===== src/rtl/hvc_pkg.sv =====
// ----------------------------------------------------------------------------
// hvc_pkg
// Shared constants, types and codes for the hash table value counter.
// ----------------------------------------------------------------------------
`default_nettype none

package hvc_pkg;

  localparam int TABLE_SLOTS = 1024;
  localparam int SLOT_W      = $clog2(TABLE_SLOTS);
  localparam int OCC_W       = SLOT_W + 1;
  localparam int KEY_W       = 64;
  localparam int COUNT_BITS  = 32;
  localparam int WORD_W      = 1 + KEY_W + COUNT_BITS;
  localparam int HALF_SLOTS  = TABLE_SLOTS / 2;

  localparam logic [63:0] MIX_C1 = 64'hff51afd7ed558ccd;
  localparam logic [63:0] MIX_C2 = 64'hc4ceb9fe1a85ec53;

  localparam logic OP_COUNT = 1'b0;
  localparam logic OP_READ  = 1'b1;

  typedef enum logic [2:0] {
    ST_COUNTED  = 3'd0,
    ST_INSERTED = 3'd1,
    ST_SKIPPED  = 3'd2,
    ST_OVERFLOW = 3'd3,
    ST_HALTED   = 3'd4,
    ST_READ     = 3'd5
  } status_t;

  // One item handed from the front to the back
  typedef struct packed {
    logic              opcode;
    logic              present;
    logic [KEY_W-1:0]  key;
    logic [SLOT_W-1:0] start;
    logic [SLOT_W-1:0] idx;
  } hvc_item_t;

  // One result as built by the back
  typedef struct packed {
    status_t               status;
    logic                  occupied;
    logic [KEY_W-1:0]      key;
    logic [COUNT_BITS-1:0] count;
    logic [SLOT_W-1:0]     pos;
    logic [OCC_W-1:0]      probes;
  } hvc_result_t;

endpackage

`default_nettype wire


===== src/rtl/hvc_front.sv =====
// ----------------------------------------------------------------------------
// hvc_front
// Accepts items, widens narrow keys and hashes count keys with fmix64.
// Each 64x64 multiply runs as three 32x32 partial products.
// ----------------------------------------------------------------------------
`default_nettype none

module hvc_front (
  input  wire logic               clk,
  input  wire logic               rst_n,
  input  wire logic               narrow_keys,
  input  wire logic               in_valid,
  output      logic               in_ready,
  input  wire logic               in_opcode,
  input  wire logic signed [63:0] in_value,
  input  wire logic               in_present,
  input  wire logic [9:0]         in_slot_index,
  output      logic               q_valid,
  input  wire logic               q_ready,
  output      hvc_pkg::hvc_item_t q_item
);
  import hvc_pkg::*;

  typedef enum logic [2:0] {
    F_IDLE = 3'b001,
    F_HASH = 3'b010,
    F_PUSH = 3'b100
  } fstate_t;

  fstate_t           state_r, state_nxt;
  logic [1:0]        step_r, step_nxt;
  logic              pass_r, pass_nxt;
  logic [63:0]       a_r, a_nxt;
  logic [63:0]       acc_r, acc_nxt;
  logic [KEY_W-1:0]  key_r, key_nxt;
  logic              op_r, op_nxt;
  logic              pres_r, pres_nxt;
  logic [SLOT_W-1:0] idx_r, idx_nxt;
  logic [SLOT_W-1:0] start_r, start_nxt;

  logic [63:0] in_key;
  logic [63:0] mix_c;
  logic [31:0] mul_a, mul_b;
  logic [63:0] prod;
  logic [63:0] sum;
  logic [63:0] mixed;

  // Sign-extend the low half in narrow mode
  assign in_key = narrow_keys ? {{32{in_value[31]}}, in_value[31:0]} : in_value;

  // Partial product select: lo*lo, lo*hi, hi*lo
  always_comb begin
    mix_c = pass_r ? MIX_C2 : MIX_C1;
    mul_a = (step_r == 2'd2) ? a_r[63:32] : a_r[31:0];
    mul_b = (step_r == 2'd1) ? mix_c[63:32] : mix_c[31:0];
    prod  = 64'(mul_a) * 64'(mul_b);
    sum   = acc_r + {prod[31:0], 32'd0};
    mixed = sum ^ (sum >> 33);
  end

  assign in_ready = (state_r == F_IDLE);
  assign q_valid  = (state_r == F_PUSH);
  assign q_item   = '{opcode: op_r, present: pres_r, key: key_r, start: start_r, idx: idx_r};

  // Sequence accept, hash and push
  always_comb begin
    state_nxt = state_r;
    step_nxt  = step_r;
    pass_nxt  = pass_r;
    a_nxt     = a_r;
    acc_nxt   = acc_r;
    key_nxt   = key_r;
    op_nxt    = op_r;
    pres_nxt  = pres_r;
    idx_nxt   = idx_r;
    start_nxt = start_r;
    case (state_r)
      F_IDLE: begin
        if (in_valid) begin
          key_nxt   = in_key;
          op_nxt    = in_opcode;
          pres_nxt  = in_present;
          idx_nxt   = in_slot_index;
          start_nxt = '0;
          a_nxt     = in_key ^ (in_key >> 33);
          step_nxt  = 2'd0;
          pass_nxt  = 1'b0;
          state_nxt = (in_opcode == OP_COUNT && in_present) ? F_HASH : F_PUSH;
        end
      end
      F_HASH: begin
        case (step_r)
          2'd0: begin
            acc_nxt  = prod;
            step_nxt = 2'd1;
          end
          2'd1: begin
            acc_nxt  = sum;
            step_nxt = 2'd2;
          end
          default: begin
            step_nxt = 2'd0;
            if (!pass_r) begin
              a_nxt    = mixed;
              pass_nxt = 1'b1;
            end else begin
              start_nxt = mixed[SLOT_W-1:0];
              state_nxt = F_PUSH;
            end
          end
        endcase
      end
      F_PUSH: begin
        if (q_ready) begin
          state_nxt = F_IDLE;
        end
      end
      default: state_nxt = F_IDLE;
    endcase
  end

  always_ff @(posedge clk) begin
    if (!rst_n) begin
      state_r <= F_IDLE;
    end else begin
      state_r <= state_nxt;
    end
  end

  always_ff @(posedge clk) begin
    step_r  <= step_nxt;
    pass_r  <= pass_nxt;
    a_r     <= a_nxt;
    acc_r   <= acc_nxt;
    key_r   <= key_nxt;
    op_r    <= op_nxt;
    pres_r  <= pres_nxt;
    idx_r   <= idx_nxt;
    start_r <= start_nxt;
  end

endmodule

`default_nettype wire


===== config.mk =====
export PLATFORM = sky130hd
export DESIGN_NAME = hvc_front
export DESIGN_NICKNAME = d
export VERILOG_FILES = /design/src/rtl/hvc_pkg.sv /design/src/rtl/hvc_front.sv
export SDC_FILE = /design/constraint.sdc
export NUM_CORES = 2
export LEC_CHECK = 0
export CAP_MARGIN = 15
export CORE_ASPECT_RATIO = 1.1
export CORE_UTILIZATION = 54
export CTS_BUF_LIST = sky130_fd_sc_hd__clkbuf_16
export DETAILED_ROUTE_END_ITERATION = 10
export DONT_BUFFER_PORTS = 1
export GPL_TIMING_DRIVEN = 0
export PLACE_DENSITY = 0.69
export SLEW_MARGIN = 10
export SYNTH_ARGS = -nofsm -noshare
export SYNTH_HDL_FRONTEND = slang
export SYNTH_SLANG_ARGS = --single-unit

===== constraint.sdc =====
create_clock -name clk -period 11.55 [get_ports clk]
set_input_delay 0.5775 -clock clk [delete_from_list [all_inputs] [get_ports clk]]
set_output_delay 0.5775 -clock clk [all_outputs]
set_load 0.1 [all_outputs]

## Word-level counts from Yosys, hierarchy flattened

Cells that the tools add are included.

| cells by class | value |
|---|---|
| multiply operators | 1 |
| add/subtract/negate cells | 1 |
| equal/unequal tests | 10 |
| mux-type cells | 25 |
| reduce and logical (&&, ||, !) cells | 12 |
| bitwise logic cells | 3 |

Operators by type and width:

| cell | number |
|---|---|
| 2-to-1 mux 64 bit | 4 |
| one-hot mux 64 bit (2 select lines) | 2 |
| XOR 64 x 31 -> 64 bit | 2 |
| adder 64 bit | 1 |
| multiplier 32 x 32 -> 64 bit | 1 |
| 2-to-1 mux 32 bit | 2 |
| 2-to-1 mux 62 bit | 1 |
| 2-to-1 mux 10 bit | 3 |
| one-hot mux 10 bit (2 select lines) | 1 |
| 2-to-1 mux 3 bit | 5 |
| AND reduction 4 bit | 3 |
| one-hot mux 3 bit (3 select lines) | 1 |
| inequality test 2 bit, second input constant | 4 |
| one-hot mux 2 bit (2 select lines) | 2 |
| AND reduction 2 bit | 3 |
| nonzero test 2 bit | 2 |
| equality test 3 x 1 -> 1 bit, second input constant | 1 |
| equality test 3 x 2 -> 1 bit, second input constant | 1 |
| equality test 3 bit, second input constant | 1 |
| AND reduction 3 bit | 1 |
| equality test 2 x 1 -> 1 bit, second input constant | 1 |
| equality test 2 bit, second input constant | 1 |
| zero test 2 bit | 1 |
| 2-to-1 mux 1 bit | 2 |
| 6 further kinds | 6 |

| word-level totals | value |
|---|---|
| output and inout bits | 88 |
| word-level logic and storage cells | 62 |
| input bits | 81 |
| flip-flop bits (word level) | 220 |

## Logic depth before layout (Yosys ltp)

| depth | value |
|---|---|
| word-level depth | 8 |
| mapped depth | 44 |
| gate-level depth less buffers | 39 |

## Least setup slack after synthesis

OpenSTA, ideal clock, no wires.

| timing path | value |
|---|---|
| path type | register -> register |
| start point | register step_r[0] |
| end point | register a_r[30] (data pin) |
| path slack | 1.651 ns |
| cell stages (with the launch flop) | 42 |
| buffers on the path | 5 |
| arrival time | 9.629 ns |
| setup time | 0.270 ns |
| clock period less this slack | 9.899 ns |
| required time | 11.280 ns |
| path through | edfxtp_1 nor2b_1 clkbuf_1 inv_1 clkbuf_1 clkbuf_1 ha_1 clkbuf_1 clkbuf_1 nor2_1 fa_1 inv_1 fa_1 inv_1 fa_1 inv_1 fa_1 inv_1 [... 6 more ...] ha_1 a21oi_1 nand3_1 a21oi_1 nor4_2 nor2_1 xnor2_1 ha_1 a21o_1 a21oi_1 o21ai_0 a21oi_1 o2bb2ai_1 a31o_2 xor2_1 xnor3_1 xnor2_1 a21oi_1 |

| on the way | value |
|---|---|
| word-level cells in the longest chain between the ends | 8 |
| elaborated cells between the ends (all ways) | 10 |
| those cells by class | add/sub: 1; mul: 1; eq/ne: 2; mux: 5; bitwise: 1 |

Ends and longest elaborated chain:

| item | RTL line | source |
|---|---|---|
| from (decl) | hvc_front.sv:31 | `logic [1:0] step_r, step_nxt;` |
| from (signal assigned) | hvc_front.sv:131 | `step_r <= step_nxt;` |
| equality test 2 bit or equality test 2 x 1 -> 1 bit (tied branches) | hvc_front.sv:54, hvc_front.sv:55 |  |
| 2-to-1 mux 32 bit (on tied branches) | hvc_front.sv:54, hvc_front.sv:55 |  |
| multiplier 32 x 32 -> 64 bit (*) | hvc_front.sv:56 | `prod = 64'(mul_a) * 64'(mul_b);` |
| adder 64 bit (*) | hvc_front.sv:57 | `sum = acc_r + {prod[31:0], 32'd0};` |
| XOR 64 x 31 -> 64 bit (*) | hvc_front.sv:58 | `mixed = sum ^ (sum >> 33);` |
| 2-to-1 mux 64 bit (*) | hvc_front.sv:103 | `if (!pass_r) begin` |
| 2-to-1 mux 64 bit (*) | hvc_front.sv:92 | `case (step_r)` |
| one-hot mux 64 bit (2 select lines) (*) | hvc_front.sv:77 | `case (state_r)` |
| via a_nxt[30] | hvc_front.sv:33 | `logic [63:0] a_r, a_nxt;` |
| to (signal assigned) | hvc_front.sv:133 | `a_r <= a_nxt;` |
| to (decl) | hvc_front.sv:33 |  |

The timed path passes the listed nets; every way through them passes the cells marked *. The select of a mux whose other input is x is not followed.
A chain may end at the register's enable or synchronous reset.

## Worst setup path in the final report

Ends and elaborated chain as after synthesis.

==> results by stage <==
Place:
- The placed cell area is 0.04151 mm².
- The last weighted congestion value of the routability-driven placer is 1.059.
- After legalization and detailed placement, the total HPWL measured 122700 µm.
- During placement, the flow inserted port buffers numbering 0.

Synthesis:
- The mux share of post-synthesis cell area is 0.9681%.
- The mean post-synth cell area is 10.27 µm².
- Sorting the synthesized cells by area gives the leading types as sky130_fd_sc_hd__fa_1, sky130_fd_sc_hd__edfxtp_1, sky130_fd_sc_hd__ha_1.
- sky130_fd_sc_hd__fa_1 takes more of the synthesized area than any other cell.
- Counting instances in the post-synthesis netlist gives the leading cell types as sky130_fd_sc_hd__inv_1, sky130_fd_sc_hd__fa_1, sky130_fd_sc_hd__ha_1.
- The number of synthesized flops with an enable pin is 217.
- Of the post-synthesis cell area, the dominant cell type holds 43.07%.
- The post-synthesis instance area is 0.04006 mm².
- The dominant combinational cell family by area after synthesis is adder cells.
- For this run, the register share of the synthesized area comes to 16.41%.
- Counting every net in the synthesized netlist gives 5174.
- The xor/xnor share of the synthesized area is 3.329%.
- The total number of yosys warnings is 0.
- The number of synthesized register bits is 220.
- The most frequent cell after synthesis is sky130_fd_sc_hd__inv_1.
- Of the total synthesized cell area, the portion taken by full adders, half adders and majority gates is 53.32%.
- The number of instances in the synthesized netlist is 3903.
- The fraction of registers with async set/reset is 0%.
- Of the total synthesized cell area, the portion taken by AND, OR, NAND and NOR gates is 8.800%.
- Summing the areas of all compound-gate instances in the mapped netlist gives 7.027% of the synthesized area.
- The dominant synthesized flop cell is sky130_fd_sc_hd__edfxtp_1.
- The unique cell type count in the Yosys netlist is 80.

Global routing:
- The via count of the first global-routing pass came to 29.80k.
- Entering global routing, the biggest net connects 56 pins.
- The first global-routing pass estimated 201400 µm of wire.
- The number of antenna violations at the first check in global routing is 2.
- The total global-route track usage is 38.11%.
- The global-route congestion overflow total is 0.

Clock tree:
- The insertion delay of the later-clocked pin in the worst-skew pair is 510 ps.
- Clock-pin slew was measured on the worst setup and hold paths at 70 ps.
- The number of clock sinks is 220.
- The total clock buffers created by CTS is 19.
- The CTS tree is built.
- The level count of the clock H-tree is 1.
- The tree is rooted in a sky130_fd_sc_hd__clkbuf_16.
- The hold-fix buffer count after cts is 0.
- The maximum buffer depth of the clock tree is 3.

Route:
- The remaining antenna violation count is 0.
- After detailed routing, the number of remaining DRC violations is 0.
- The total iterations of the first detailed-routing run is 6.
- The number of vias in the routed layout is 28.90k.
- After detailed routing, the average wire length per cell comes to 28.13 µm.
- After detailed routing, the total wire length is 138700 µm.
- The ratio of routed vias to standard cells is 5.859.
- For this block, the initial DRC count from the detailed router was 3125.

STA:
- Derived from the worst setup path, the maximum achievable clock frequency is 0.08761 GHz.
- The actual transition at the worst max-transition pin is 1155 ps.
- The final critical-path required period is 11410 ps.
- Setup violations remaining at the end of the flow were counted as 0.
- For the final database, setup skew stands at 17.53 ps.
- The number of endpoints with negative hold slack in the final report is 0.
- Dividing the final minimum period by the clock period gives 98.83%.
- The remaining max-slew budget at the tightest pin is 23.01%.
- The final count of pins violating max slew is 0.

Floorplanning:
- After floorplanning, the core was sized to cover 0.07326 mm².
- The area of the die is 0.07529 mm².
- The floorplan step set the die width to 261.7 µm.
- The site row count is 104.
- For this configuration, the core starts out at a cell density of 54.69%.
- The number of ports placed on the die boundary is 169.
- The vertical die dimension is 287.7 µm.

Cells and area:
- The core utilization of the finished layout is 58.50%.
- The post-route netlist has 5.760% of its cells at a drive strength greater than 1.
- The total number of nets in the final design is 5236.
- After routing the design area is 0.04286 mm².
- Relative to the synthesized area, the layout overhead comes to 6.977%.

Critical path:
- The highest fanout seen on the critical path is 11.
- The critical path's most frequent cell is sky130_fd_sc_hd__fa_1.
- The type of origin of the critical path is a flip-flop.
- The critical path is of the flip-flop to flip-flop type.
- The worst stage delay on the critical path is 530 ps.
- At the worst endpoint, the required time is 11780 ps.
- The slowest cell on the critical path is sky130_fd_sc_hd__fa_1.
- The worst setup path is captured at a flip-flop.
- Data arrives at the worst endpoint at 11650 ps.

Run status:
- The run finished with clean final reports.

Hold path:
- The tightest min-delay check is of the input port to flip-flop type.

Flow run:
- Across the run, the number of max-cap violations was 0.
[sequential cells by signal (all words and copies together), names as in the netlist, 2 cells and up]
| register | flops |
|---|---|
| state_r | 3 |
| step_r | 2 |
| acc_r | 64 |
| idx_r | 10 |
| start_r | 10 |
| a_r | 64 |
| key_r | 64 |
[cells in the final DEF, fill, tap and decap left out, drive strengths merged, types with 10 or more instances in the layout]
| cell | n |
|---|---|
| inv | 969 |
| fa | 862 |
| ha | 328 |
| nor2 | 327 |
| nand2 | 230 |
| edfxtp | 217 |
| a21oi | 172 |
| clkbuf | 107 |
| a21o | 87 |
| xnor2 | 79 |
| o21ai | 73 |
| xor2 | 68 |
| buf | 60 |
| and2 | 55 |
| mux2i | 32 |
| nand2b | 31 |
| nand4 | 27 |
| and3 | 23 |
| nor3 | 21 |
| or2 | 20 |
| nand3 | 19 |
| o21bai | 17 |
| a31oi | 14 |
| o21a | 14 |
| a211oi | 13 |
| nor2b | 10 |
[final timing paths]
check / from / end / slack [ps] / depth (start not counted)
hold / removal: rst_n / state_r[0]$_SDFFE_PN1P_ / 150 / 1
setup / recovery: step_r[0]$_SDFFCE_PN0P_ / a_r[30]$_DFFE_PP_ / 140 / 37
hold reg to reg: acc_r[31]$_DFFE_PP_ / a_r[31]$_DFFE_PP_ / 610 / 2
setup reg to reg: step_r[0]$_SDFFCE_PN0P_ / a_r[30]$_DFFE_PP_ / 140 / 37
[through the flow]
step	instances	worst slack [ps]	hold WS [ps]	setup TNS (ps)
finish	4932	135.6	151.6	0
global route	4930	-18.86	144.7	-18.86
CTS	4901	5.095	149.5	0
detailed placement	4869	-2856	563.0	-94810
global placement	4857	-2861	574.2	-96980
floorplan	3903	1651	483.6	0
[timing repair]
action                                  4_1_cts  5_1_grt
setup buffers                                 1       29
endpoints found under the setup margin       82       25
pin swaps                                     0        8
resized for setup                            71       62
endpoints found under the hold margin         0        0
[area by class of cell]
class,count,area (µm²)
Clock inverter,13,98.84
Tap cell,954,1194
Inverter,972,3675
Antenna cell,2,5.005
Multi-Input combinational cell,2604,29900
Fill cell,6406,30400
Timing Repair Buffer,43,452.9
Sequential cell,220,6576
Buffer,105,478.0
Clock buffer,19,475.5
[layer usage]
| layer | vias to the layer above | wire [µm] | track usage (%) |
|---|---|---|---|
| met2 | 1573 | 63120 | 58.42 |
| met1 | 14827 | 53000 | 51.51 |
| met5 | - | 0 | 0 |
| met4 | 0 | 10640 | 22.62 |
| met3 | 378 | 11960 | 5.793 |
| li1 | 12119 | - | - |
[kinds of logic after synthesis]
kind of cell,after synthesis
buffers and inverters,1079
other,1
muxes,38
xor gates and xnor gates,149
DFF,220
adders and majority gates,1190
AOI/OAI and AO/OA,440
and+or+nand+nor,786
[worst max-delay path, delay by kind of cell, from the launching register on]
kind / cells / cell delay [ps]
simple gates: 4 / 1000
flops: 1 / 440
buf+inv: 10 / 1980
compound gates: 8 / 1710
xor+xnor: 4 / 1300
fa+ha+maj: 11 / 4680
Power is left out: the tool's default activity adds up to more than one toggle a clock period on the data nets, which glitch-free logic cannot reach.
