`src/rtl/hvc_pkg.sv`:
```
// ----------------------------------------------------------------------------
// hvc_pkg
// Shared constants, types and codes for the hash table value counter.
// ----------------------------------------------------------------------------
`default_nettype none

package hvc_pkg;

  localparam int TABLE_SLOTS = 1024;
  localparam int SLOT_W      = $clog2(TABLE_SLOTS);
  localparam int OCC_W       = SLOT_W + 1;
  localparam int KEY_W       = 64;
  localparam int COUNT_BITS  = 32;
  localparam int WORD_W      = 1 + KEY_W + COUNT_BITS;
  localparam int HALF_SLOTS  = TABLE_SLOTS / 2;

  localparam logic [63:0] MIX_C1 = 64'hff51afd7ed558ccd;
  localparam logic [63:0] MIX_C2 = 64'hc4ceb9fe1a85ec53;

  localparam logic OP_COUNT = 1'b0;
  localparam logic OP_READ  = 1'b1;

  typedef enum logic [2:0] {
    ST_COUNTED  = 3'd0,
    ST_INSERTED = 3'd1,
    ST_SKIPPED  = 3'd2,
    ST_OVERFLOW = 3'd3,
    ST_HALTED   = 3'd4,
    ST_READ     = 3'd5
  } status_t;

  // One item handed from the front to the back
  typedef struct packed {
    logic              opcode;
    logic              present;
    logic [KEY_W-1:0]  key;
    logic [SLOT_W-1:0] start;
    logic [SLOT_W-1:0] idx;
  } hvc_item_t;

  // One result as built by the back
  typedef struct packed {
    status_t               status;
    logic                  occupied;
    logic [KEY_W-1:0]      key;
    logic [COUNT_BITS-1:0] count;
    logic [SLOT_W-1:0]     pos;
    logic [OCC_W-1:0]      probes;
  } hvc_result_t;

endpackage

`default_nettype wire

```
`src/rtl/hvc_queue.sv`:
```
// ----------------------------------------------------------------------------
// hvc_queue
// Two-entry queue that decouples the front from the back.
// ----------------------------------------------------------------------------
`default_nettype none

module hvc_queue (
  input  wire logic               clk,
  input  wire logic               rst_n,
  input  wire logic               wr_valid,
  output      logic               wr_ready,
  input  wire hvc_pkg::hvc_item_t wr_item,
  output      logic               rd_valid,
  input  wire logic               rd_ready,
  output      hvc_pkg::hvc_item_t rd_item
);
  import hvc_pkg::*;

  hvc_item_t  ent_r [2];
  logic       wptr_r, wptr_nxt;
  logic       rptr_r, rptr_nxt;
  logic [1:0] cnt_r, cnt_nxt;
  logic       push, pop;

  assign wr_ready = (cnt_r != 2'd2);
  assign rd_valid = (cnt_r != 2'd0);
  assign rd_item  = ent_r[rptr_r];
  assign push     = wr_valid && wr_ready;
  assign pop      = rd_valid && rd_ready;

  // Advance pointers and fill level
  always_comb begin
    wptr_nxt = push ? ~wptr_r : wptr_r;
    rptr_nxt = pop ? ~rptr_r : rptr_r;
    cnt_nxt  = cnt_r + 2'(push) - 2'(pop);
  end

  always_ff @(posedge clk) begin
    if (!rst_n) begin
      wptr_r <= 1'b0;
      rptr_r <= 1'b0;
      cnt_r  <= 2'd0;
    end else begin
      wptr_r <= wptr_nxt;
      rptr_r <= rptr_nxt;
      cnt_r  <= cnt_nxt;
    end
  end

  // Store a beat
  always_ff @(posedge clk) begin
    if (push) begin
      ent_r[wptr_r] <= wr_item;
    end
  end

endmodule

`default_nettype wire

```
`config.mk`:
```
export PLATFORM = sky130hd
export DESIGN_NAME = hvc_queue
export DESIGN_NICKNAME = d
export VERILOG_FILES = /design/src/rtl/hvc_pkg.sv /design/src/rtl/hvc_queue.sv
export SDC_FILE = /design/constraint.sdc
export NUM_CORES = 1
export LEC_CHECK = 0
export BUFFER_PORTS_ARGS = -buffer_cell sky130_fd_sc_hd__buf_2
export CAP_MARGIN = 20
export CORE_ASPECT_RATIO = 0.5
export CORE_MARGIN = 2
export CORE_UTILIZATION = 35
export CTS_CLUSTER_DIAMETER = 30
export DETAILED_ROUTE_END_ITERATION = 10
export GPL_ROUTABILITY_DRIVEN = 1
export GPL_TIMING_DRIVEN = 0
export PLACE_DENSITY_LB_ADDON = 0.3
export SYNTH_ARGS = -nofsm -noshare
export SYNTH_HDL_FRONTEND = slang
export SYNTH_SLANG_ARGS = --single-unit
export TNS_END_PERCENT = 100
```
`constraint.sdc`:
```
create_clock -name clk -period 6.1 [get_ports clk]
set_clock_uncertainty 0.05 [all_clocks]
set_input_delay 0.61 -clock clk [delete_from_list [all_inputs] [get_ports clk]]
set_output_delay 0.61 -clock clk [all_outputs]
set_load 0.03 [all_outputs]
```
# ---- Word level (Yosys, flattened, before mapping)
# Memories as Yosys holds them, arrays and structs flattened. A register that Yosys moved wholly into a read port is not among the register bits.
# Index checks and enable logic that the tools add are counted.
dict set report word_totals {
  output_inout_bits 88
  ram_bits 172
  elab_cells 16
  n_memories 1
  input_bits 90
  reg_bits 4
}
# memory words width rd rd_ports_with_merged_regs write_ports line_no
set mem_list {}
lappend mem_list {ent_r 2 86 1 1 1 hvc_queue.sv:19} ;# hvc_item_t ent_r [2];
dict set report classes {
  mux 4
  n_addsub 2
  n_eq_ne 1
  n_reduce_logical 3
  bitwise_logic 2
}
# op count
set ops {}
lappend ops {{1-bit 2-to-1 mux} 4}
lappend ops {{2-bit by 1-bit adder with 2-bit output} 1}
lappend ops {{1-bit logical AND} 2}
lappend ops {{2-bit inequality test (second input constant)} 1}
lappend ops {{1-bit NOT} 2}
lappend ops {{2-bit nonzero test} 1}
lappend ops {{2-bit by 1-bit subtractor with 2-bit output} 1}

# ---- Longest topological paths before layout
# Gate-level depths: netlist of run 1.
dict set report logic_depth {
  ltp_word 4
  ltp_mapped 8
  ltp_nobuf 8
}

# ---- Worst setup path after synthesis of run 1
# OpenSTA, ideal clock, no wires.
dict set report synth_path {
  kind {flip-flop to flip-flop}
  startpoint {reg cnt_r[0]}
  endpoint {mem ent_r[0][0] (netlist bit), enable pin}
  slack_ns 1.085
  required_time_ns 5.519
  n_path_buf 0
  path_stages_with_launch 4
  period_less_slack_ns 5.015
  t_arrival_ns 4.433
  cell_sequence {dfxtp_1 nand2b_1 nand2_1 nor2_1}
}
dict set report synth_via {
  elab_chain_cells 4
}
# element line_no
set synth_lines {}
lappend synth_lines {{start, declared} hvc_queue.sv:22} ;# logic [1:0] cnt_r, cnt_nxt;
lappend synth_lines {{start signal, assigned} hvc_queue.sv:46} ;# cnt_r <= cnt_nxt;
lappend synth_lines {{2-bit inequality test} hvc_queue.sv:25} ;# assign wr_ready = (cnt_r != 2'd2);
lappend synth_lines {{via wr_ready} hvc_queue.sv:11} ;# output logic wr_ready,
lappend synth_lines {{1-bit logical AND} hvc_queue.sv:28} ;# assign push = wr_valid && wr_ready;
lappend synth_lines {{1-bit 2-to-1 mux} hvc_queue.sv:52} ;# if (push) begin
lappend synth_lines {{1-bit 2-to-1 mux (implied by the code)} hvc_queue.sv:53} ;# ent_r[wptr_r] <= wr_item;
lappend synth_lines {{end, declared} hvc_queue.sv:19}
# The timed path passes the listed nets, and every way through them passes these cells.

==> results of run 1 <==
==> layout make-up <==
class                      count  area, sq um
multi-input combinational    104         1261
inverter                       1        3.754
fill                        1683         9963
timing repair buffer         181        980.9
buffer                        10        126.4
clock buffer                  18        429.2
sequential                   177         5265
tap                          259        324.1
clock inverter                13        126.4
==> through the flow <==
stage | utilization, % | instances
floorplan | - | 292
global placement | 42.50 | 728
CTS | 46.09 | 763
global route | 46.09 | 763
finish | 46.09 | 763
detailed placement | 43.08 | 732
==> layout by cell type (no fill, tap or decap), types with 2 or more instances in the layout <==
cell        count
inv_6           5
ha_1            2
clkbuf_16      17
clkinv_4        2
edfxtp_1      172
buf_16          2
dfxtp_1         5
and2_1          2
buf_2         181
xnor2_1         3
nand2b_1        2
mux2_4         40
nand2_1         2
nor2b_1         2
mux2_2         46
buf_12          6
clkinvlp_4      2
==> synth_stat cells (all sizes together) <==
library cell and count:
edfxtp 172, mux2 86, buf 10, dfxtp 5
xnor2 3, and2 2, ha 2, nand2 2
nand2b 2, nor2b 2, and3 1, inv 1
mux2i 1, nor2 1, o21a 1, or2 1
==> registers in the layout (all words and copies together), names as in the netlist, named ones only <==
name and count:
cnt_r 2, ent_r 172, rptr_r 1, wptr_r 1
==> critical path, delay by kind of cell, from the launching register on <==
kind	cells	cell delay (ps)
buffers and inverters	4	630
DFF	1	320
muxes	1	310
==> layer usage <==
metal | vias to the layer above | wire, um | part of all wire [%] | track usage, %
met4 | 0 | 108 | 0.86 | 4.420
met5 | - | 0 | 0 | 0
met3 | 6 | 380 | 3.0 | 2.897
met2 | 52 | 6908 | 55 | 22.49
met1 | 1705 | 5190 | 41 | 14.99
li1 | 1551 | - | - | -
==> cells by family after synthesis <==
group,after synthesis
AND/OR/NAND/NOR,11
XOR/XNOR,3
adder cells (fa/ha/maj),2
multiplexers,87
AO/OA/AOI/OAI,1
buffers and inverters,11
flip-flops,177
==> power groups by stage <==
stage	combinational, uW	clock, uW	sequential [uW]
6_report	1170	1040	1560
2_1_floorplan	866	0	1600
3_3_place_gp	1160	0	1620
5_1_grt	1250	1110	1580
3_5_place_dp	1200	0	1590
4_1_cts	1200	1070	1570
==> worst max path at each step <==
stage / slack, ps / endpoint
2_1_floorplan: 1090 / ent_r[0][0]
3_3_place_gp: -1290 / ent_r[0][62]
3_5_place_dp: 3920 / ent_r[0][62]
4_1_cts: 3710 / rd_item[43]
5_1_grt: 3670 / rd_item[37]
6_report: 3770 / rd_item[58]
==> flow_metrics.tcl, run 1 <==
set metrics [dict create \
    status "finished, final reports clean" \
    grt-ovfl-total 0 \
    cts_tree "built" \
    final.setup.worst_slack_ps 3771 \
    cp.arrival_ps 1670 \
    switchingPower_uw 1215 \
    fin_crit_ps 2329 \
    port_buffers 177 \
    gp_congestion 0.6632 \
    cpMaxStageDelayCell "dfxtp_1" \
    crit-reg2reg-capture "ent_r[0][62]" \
    viasPerCell 4.343 \
    insertion_delay_ps 400 \
    hp-start "wr_item[78]" \
    drt-initial-drc-count 123 \
    drc 0 \
    pwr-share-clk_pct 27.4 \
    tightest_slew_ps 700.7 \
    worstHoldEndpoint "ent_r[0][78]" \
    ios 178 \
    synth_xor_area_share_pct 0.3955 \
    cp_max_fo 10 \
    rsz0062_at_grt "no" \
    synth_simple_gate_area_share_pct 0.9228 \
    criticalPathCategory "reg -> out" \
    cts_setup_buffers 0 \
    drive_above_1_share_pct 61.31 \
    seqPwrFrac_pct 41.5 \
    share_comb_of_total_power_pct 31.1 \
    vias 3314 \
    synth_compound_area_share_pct 0.1130 \
    final_nets 584 \
    timing.final.crit_share_pct 38.18 \
    post-place-ws_ps 3918 \
    r2r_start "cnt_r[0]" \
    synth_top_area_share_pct 77.74 \
    maxCapViolCount 0 \
    grt_max_degree 45 \
    ir_drop_mv 0.2810 \
    cts.sinks 177 \
    synth_nets 384 \
    grt_pass1_wl_mm 18.78 \
    die_area_sq_um 20170 \
    whs_path_depth 1 \
    hold_violations 0 \
    cts_hold_buf 0 \
    setup_violations 0 \
    hold_ws_ps 331.6 \
    syn_area_per_cell_sq_um 22.75 \
    crit_required_ps 5440 \
    slew_viol_final 0 \
    postSynthCellCount 292 \
    synth_area_leaders "edfxtp_1 78%, mux2_4 9.0%, mux2_2 7.8%" \
    postLayoutCellArea_sq_um 8517 \
    ys_warn_count 0 \
    cts.repair.resized 0 \
    row_count 35 \
    fp.dieW_um 198.8 \
    core_sq_um 18480 \
    totalPowerFinal_uw 3773 \
    clock_path_buffers 2 \
    grt.total_usage_pct 12.52 \
    routed_wl_mm 12.59 \
    htreeDepth 4 \
    final.setup.tns_ps 0 \
    synth-seq-cells 177 \
    synth_seq_area_share_pct 79.25 \
    drtAntennaViolNets 0 \
    maxClockFrequency_ghz 0.4294 \
    first_global_vias 3432 \
    synth_largest_area_cell "edfxtp_1" \
    ff2ff_path_depth 5 \
    crit_path_end_kind "output pin" \
    cellLeakagePower_uw 0.003240 \
    die_h_um 101.4 \
    path_clk_slew_ps 70 \
    drtPass1Iterations 4 \
    r2r_slack_ps 4110 \
    crit_path_start_kind "flip-flop" \
    power_density_nw_per_um2 443.0 \
    p_int_uw 2558 \
    dp_hpwl_mm 8.599 \
    slew_headroom_pct 53.29 \
    synth_top_family_by_area "multiplexers" \
    antenna_found_initial 0 \
    synthMuxAreaShare_pct 16.99 \
    syn_to_final_growth_pct 28.19 \
    cts_buffers 17 \
    syn_area_sq_um 6644 \
    switching_share_pct 32.21 \
    synth_fa_ha_area_share_pct 0.3766 \
    start_util_pct 35.95 \
    placed_area_sq_um 7961 \
    cp_cell_sequence "buf_6 > buf_8 > buf_12 > mux2_4 > buf_2" \
    max_stage_delay_ps 320 \
    hold_class "in -> reg" \
    post_drt_wl_per_cell_um 16.50 \
    diodes 0 \
    synth_cell_types 20 \
    root_buffer "clkbuf_16" \
]
Note: power is estimated with default switching activity, not from simulation.
==> run 2: changes to the inputs <==
Clock period 6.1 ns to 2.3 ns, I/O delays scaled along.
==> flow_metrics.tcl, run 2 (synthesis gave the netlist of run 1 again) <==
set metrics [dict create \
    status "finished, final reports clean" \
    startpoint "cnt_r[0]" \
    maxCapViolCount 0 \
    maxClockFrequency_ghz 0.4929 \
    ios 178 \
    htreeDepth 4 \
    post_drt_wl_per_cell_um 15.57 \
    drt-initial-drc-count 103 \
    drtPass1Iterations 4 \
    cts.sinks 177 \
    hold_violations 0 \
    antenna_found_initial 0 \
    setup_violations 0 \
    largest_registers "ent_r x172, cnt_r x2" \
    row_count 35 \
    timing.final.crit_share_pct 88.22 \
    clock_path_buffers 2 \
    dp_hpwl_mm 8.784 \
    hold_class "in -> reg" \
    largest_reg_flops 172 \
    die_h_um 101.4 \
    first_global_vias 3941 \
    worst-path-buf-inv 2 \
    pwr-share-clk_pct 27.1 \
    syn_to_final_growth_pct 41.49 \
    root_buffer "clkbuf_16" \
    grt_max_degree 46 \
    final_common_cell "buf_2" \
    criticalPathCategory "reg -> reg" \
    fin_crit_ps 2029 \
    gp_congestion 0.6948 \
    cpLargestDelayFamily "simple AND/OR/NAND/NOR gates" \
    start_util_pct 35.95 \
    power_density_nw_per_um2 1082 \
    path_clk_slew_ps 70 \
    die_area_sq_um 20170 \
    grt_pass1_wl_mm 20.17 \
    core_sq_um 18480 \
    drive_above_1_share_pct 52.79 \
    crit_path_start_kind "flip-flop" \
    diodes 0 \
    tightest_slew_ps 778.5 \
    port_buffers 177 \
    cts_setup_buffers 0 \
    rsz0062_at_grt "no" \
    p_int_uw 6898 \
    cellLeakagePower_uw 0.003601 \
    cp_max_fo 23 \
    drc 0 \
    max_stage_delay_ps 620 \
    cts.repair.resized 0 \
    grt.total_usage_pct 13.31 \
    fp.dieW_um 198.8 \
    dp.cells 732 \
    switching_share_pct 32.21 \
    cpMaxStageDelayCell "nor2_4" \
    hp-start "rst_n" \
    grt-ovfl-total 0 \
    slew_viol_final 0 \
    instances_no_fill 850 \
    routed_wl_mm 13.23 \
    ir_drop_mv 0.5730 \
    crit_path_end_kind "flip-flop" \
    crit_required_ps 2360 \
    vias 3642 \
    final_core_util_pct 50.87 \
    regMostFlops "ent_r" \
    layout_common_cells "181 x buf_2, 172 x edfxtp_1, 86 x dlygate4sd3_1" \
    r2r_start "cnt_r[0]" \
    seqPwrFrac_pct 40.8 \
    cp_cell_sequence "nand2b_4 > nand2_4 > nor2_4 > buf_12 > buf_16" \
    switchingPower_uw 3277 \
    slew_headroom_pct 47.98 \
    share_comb_of_total_power_pct 32.0 \
    viasPerCell 4.285 \
    cp.arrival_ps 2090 \
    drtAntennaViolNets 0 \
    final_nets 670 \
    cts_buffers 17 \
    insertion_delay_ps 410 \
    cts_tree "built" \
]
==> run 2: final timing paths <==
kind,cells past startpoint,to,slack (ps)
worst min register to register,2,wptr_r,490
worst max register to register,5,ent_r[0][55],270
worst max-delay path,5,ent_r[0][55],270
worst min-delay path,2,cnt_r[1],50
==> run 2: stage by stage <==
stage	cell area (sq um)	hold WS [ps]	power (uW)	setup slack, ps	setup TNS [ps]
5_1_grt	9400	64.98	10640	119.3	0
3_3_place_gp	7879	367.4	7320	-792.8	-102990
3_5_place_dp	7978	371.3	7430	211.2	0
6_report	9400	45.14	10180	271.0	0
4_1_cts	9400	25.25	10340	205.9	0
2_1_floorplan	6669	278.9	6526	-47.57	-4091
==> run 2: layout make-up <==
type                            count  area [sq um]
Fill cell                        1619          9080
Sequential cell                   177          5266
Timing Repair Buffer              267          1842
Multi-Input combinational cell    104          1276
Clock buffer                       19         432.9
Tap cell                          259         324.1
Clock inverter                     13         128.9
Buffer                             10         126.4
Inverter                            1         3.754
==> run 2: what timing repair did <==
action                                  4_1_cts  5_1_grt
endpoints found under the setup margin        0        0
endpoints found under the hold margin       172        0
hold buffers                                 86        0
==> run 2: per-layer routing <==
metal	up-vias	GRT usage [%]	wire [um]
met5	-	0	0
met4	0	4.191	137
met3	8	3.064	347
met2	56	24.48	7311
met1	1856	15.67	5435
li1	1722	-	-
==> run 2: power by group through the flow <==
stage	Sequential (uW)	Combinational [uW]	Clock [uW]
2_1_floorplan	4210	2320	0
5_1_grt	4200	3450	2980
6_report	4160	3260	2760
4_1_cts	4160	3320	2850
3_5_place_dp	4230	3200	0
3_3_place_gp	4240	3080	0
==> run 2: worst reg2reg max path, delay by kind of cell (launching register included) <==
family	cells	cell delay (ps)
buffers and inverters	2	480
and+or+nand+nor	3	840
DFF	1	360
==> run 3: changes to the inputs <==
Settings changed: CORE_MARGIN 2 to not set, GPL_ROUTABILITY_DRIVEN 1 to not set, TNS_END_PERCENT 100 to 50.
==> flow_metrics.tcl, run 3 (synthesis gave the netlist of run 1 again) <==
set metrics [dict create \
    status "finished, final reports clean" \
    routed_wl_mm 12.76 \
    row_count 35 \
    die_area_sq_um 19570 \
    met1_length_mm 5.262 \
    maxClockFrequency_ghz 0.5088 \
    vias 3613 \
    rsz0062_at_grt "no" \
    totalPowerFinal_uw 10150 \
    cp_max_fo 10 \
    gp_congestion 0.6775 \
    viasPerCell 4.251 \
    path_clk_slew_ps 70 \
    maxCapViolCount 0 \
    crit_required_ps 2020 \
    htreeDepth 4 \
    fp.dieW_um 196.8 \
    layout_common_cells "181 x buf_2, 172 x edfxtp_1, 86 x dlygate4sd3_1" \
    root_buffer "clkbuf_16" \
    final_nets 670 \
    core_sq_um 18480 \
    hold_class "in -> reg" \
    slew_viol_final 0 \
    drc 0 \
    path_common_cell "buf_2" \
    start_util_pct 35.95 \
    crit_path_start_kind "flip-flop" \
    insertion_delay_ps 410 \
    largest_reg_flops 172 \
    largest_registers "ent_r x172, cnt_r x2" \
    drtPass1Iterations 4 \
    dp.cells 732 \
    grt-ovfl-total 0 \
    post_drt_wl_per_cell_um 15.01 \
    hold_violations 0 \
    route.met2.wl_mm 7.002 \
    setup_violations 0 \
    cp_cell_sequence "buf_6 > buf_2 > mux2_2 > buf_2" \
    topRoutingLayerUsed "met4" \
    port_buffers 177 \
    cellLeakagePower_uw 0.003611 \
    dp_hpwl_mm 8.337 \
    drt-initial-drc-count 89 \
    tightest_slew_ps 593.7 \
    grt_max_degree 55 \
    antenna_found_initial 0 \
    cts_tree "built" \
    cts_hold_buf 86 \
    hold_ws_ps 39.44 \
    syn_to_final_growth_pct 41.49 \
    cts.repair.resized 0 \
    final_common_cell "buf_2" \
    drive_above_1_share_pct 52.96 \
    drtAntennaViolNets 0 \
    criticalPathCategory "reg -> out" \
    cts_setup_buffers 0 \
    cts_buffers 17 \
    slew_headroom_pct 60.32 \
    ir_drop_mv 0.6428 \
    max_stage_delay_ps 380 \
    first_global_vias 3910 \
    ios 178 \
    final_core_util_pct 50.87 \
    diodes 0 \
    cpMaxStageDelayCell "mux2_2" \
    dr_wl_met3_um 347 \
    crit_path_end_kind "output pin" \
    clock_path_buffers 2 \
    power_density_nw_per_um2 1080 \
    die_h_um 99.43 \
    grt_pass1_wl_mm 20.03 \
    instances_no_fill 850 \
    grt.total_usage_pct 13.54 \
    cts.sinks 177 \
    final.setup.tns_ps 0 \
    cp.arrival_ps 1690 \
    timing.final.crit_share_pct 85.45 \
    fin_crit_ps 1965 \
    regMostFlops "ent_r" \
]
-- run 3: report_power, final --
group,leakage [uW],switching (uW),internal (uW)
sequential,0.00165,107,4050
combinational,0.00169,1910,1340
clock,0.000274,1240,1520
total,0.00361,3250,6900
-- run 3: path summary, 6_finish.rpt --
path,from,end,slack [ps],cells past startpoint
worst max-delay path,flip-flop,rd_item[16],330,4
worst min-delay path,rst_n,cnt_r[0],40,2
worst max register to register,cnt_r[0],ent_r[0][56],400,5
worst min register to register,wptr_r,wptr_r,480,2
-- run 3: area by class of cell --
class / instances / area [sq um]
buffer: 10 / 126.4
clock inverter: 13 / 128.9
tap: 259 / 324.1
sequential: 177 / 5266
clock buffer: 19 / 432.9
fill: 1605 / 9080
inverter: 1 / 3.754
multi-input combinational: 104 / 1276
timing repair buffer: 267 / 1842
-- run 3: per-stage QoR --
stage | worst slack, ps | cell area (sq um)
after global placement | -829.2 | 7879
final | 334.7 | 9400
after detailed placement | 350.5 | 7978
after global routing | 240.3 | 9400
after floorplan | -47.57 | 6669
after CTS | 275.9 | 9400
-- run 3: critical path: cells and delay by family, from the launching register on --
| kind | cells | cell delay, ps |
|---|---|---|
| muxes | 1 | 380 |
| DFF | 1 | 330 |
| buffers and inverters | 3 | 560 |
-- run 3: routing by layer --
metal / vias up / global-route usage [%]
met5: - / 0
li1: 1721 / -
met4: 0 / 4.353
met1: 1828 / 15.40
met3: 11 / 3.357
met2: 53 / 25.12
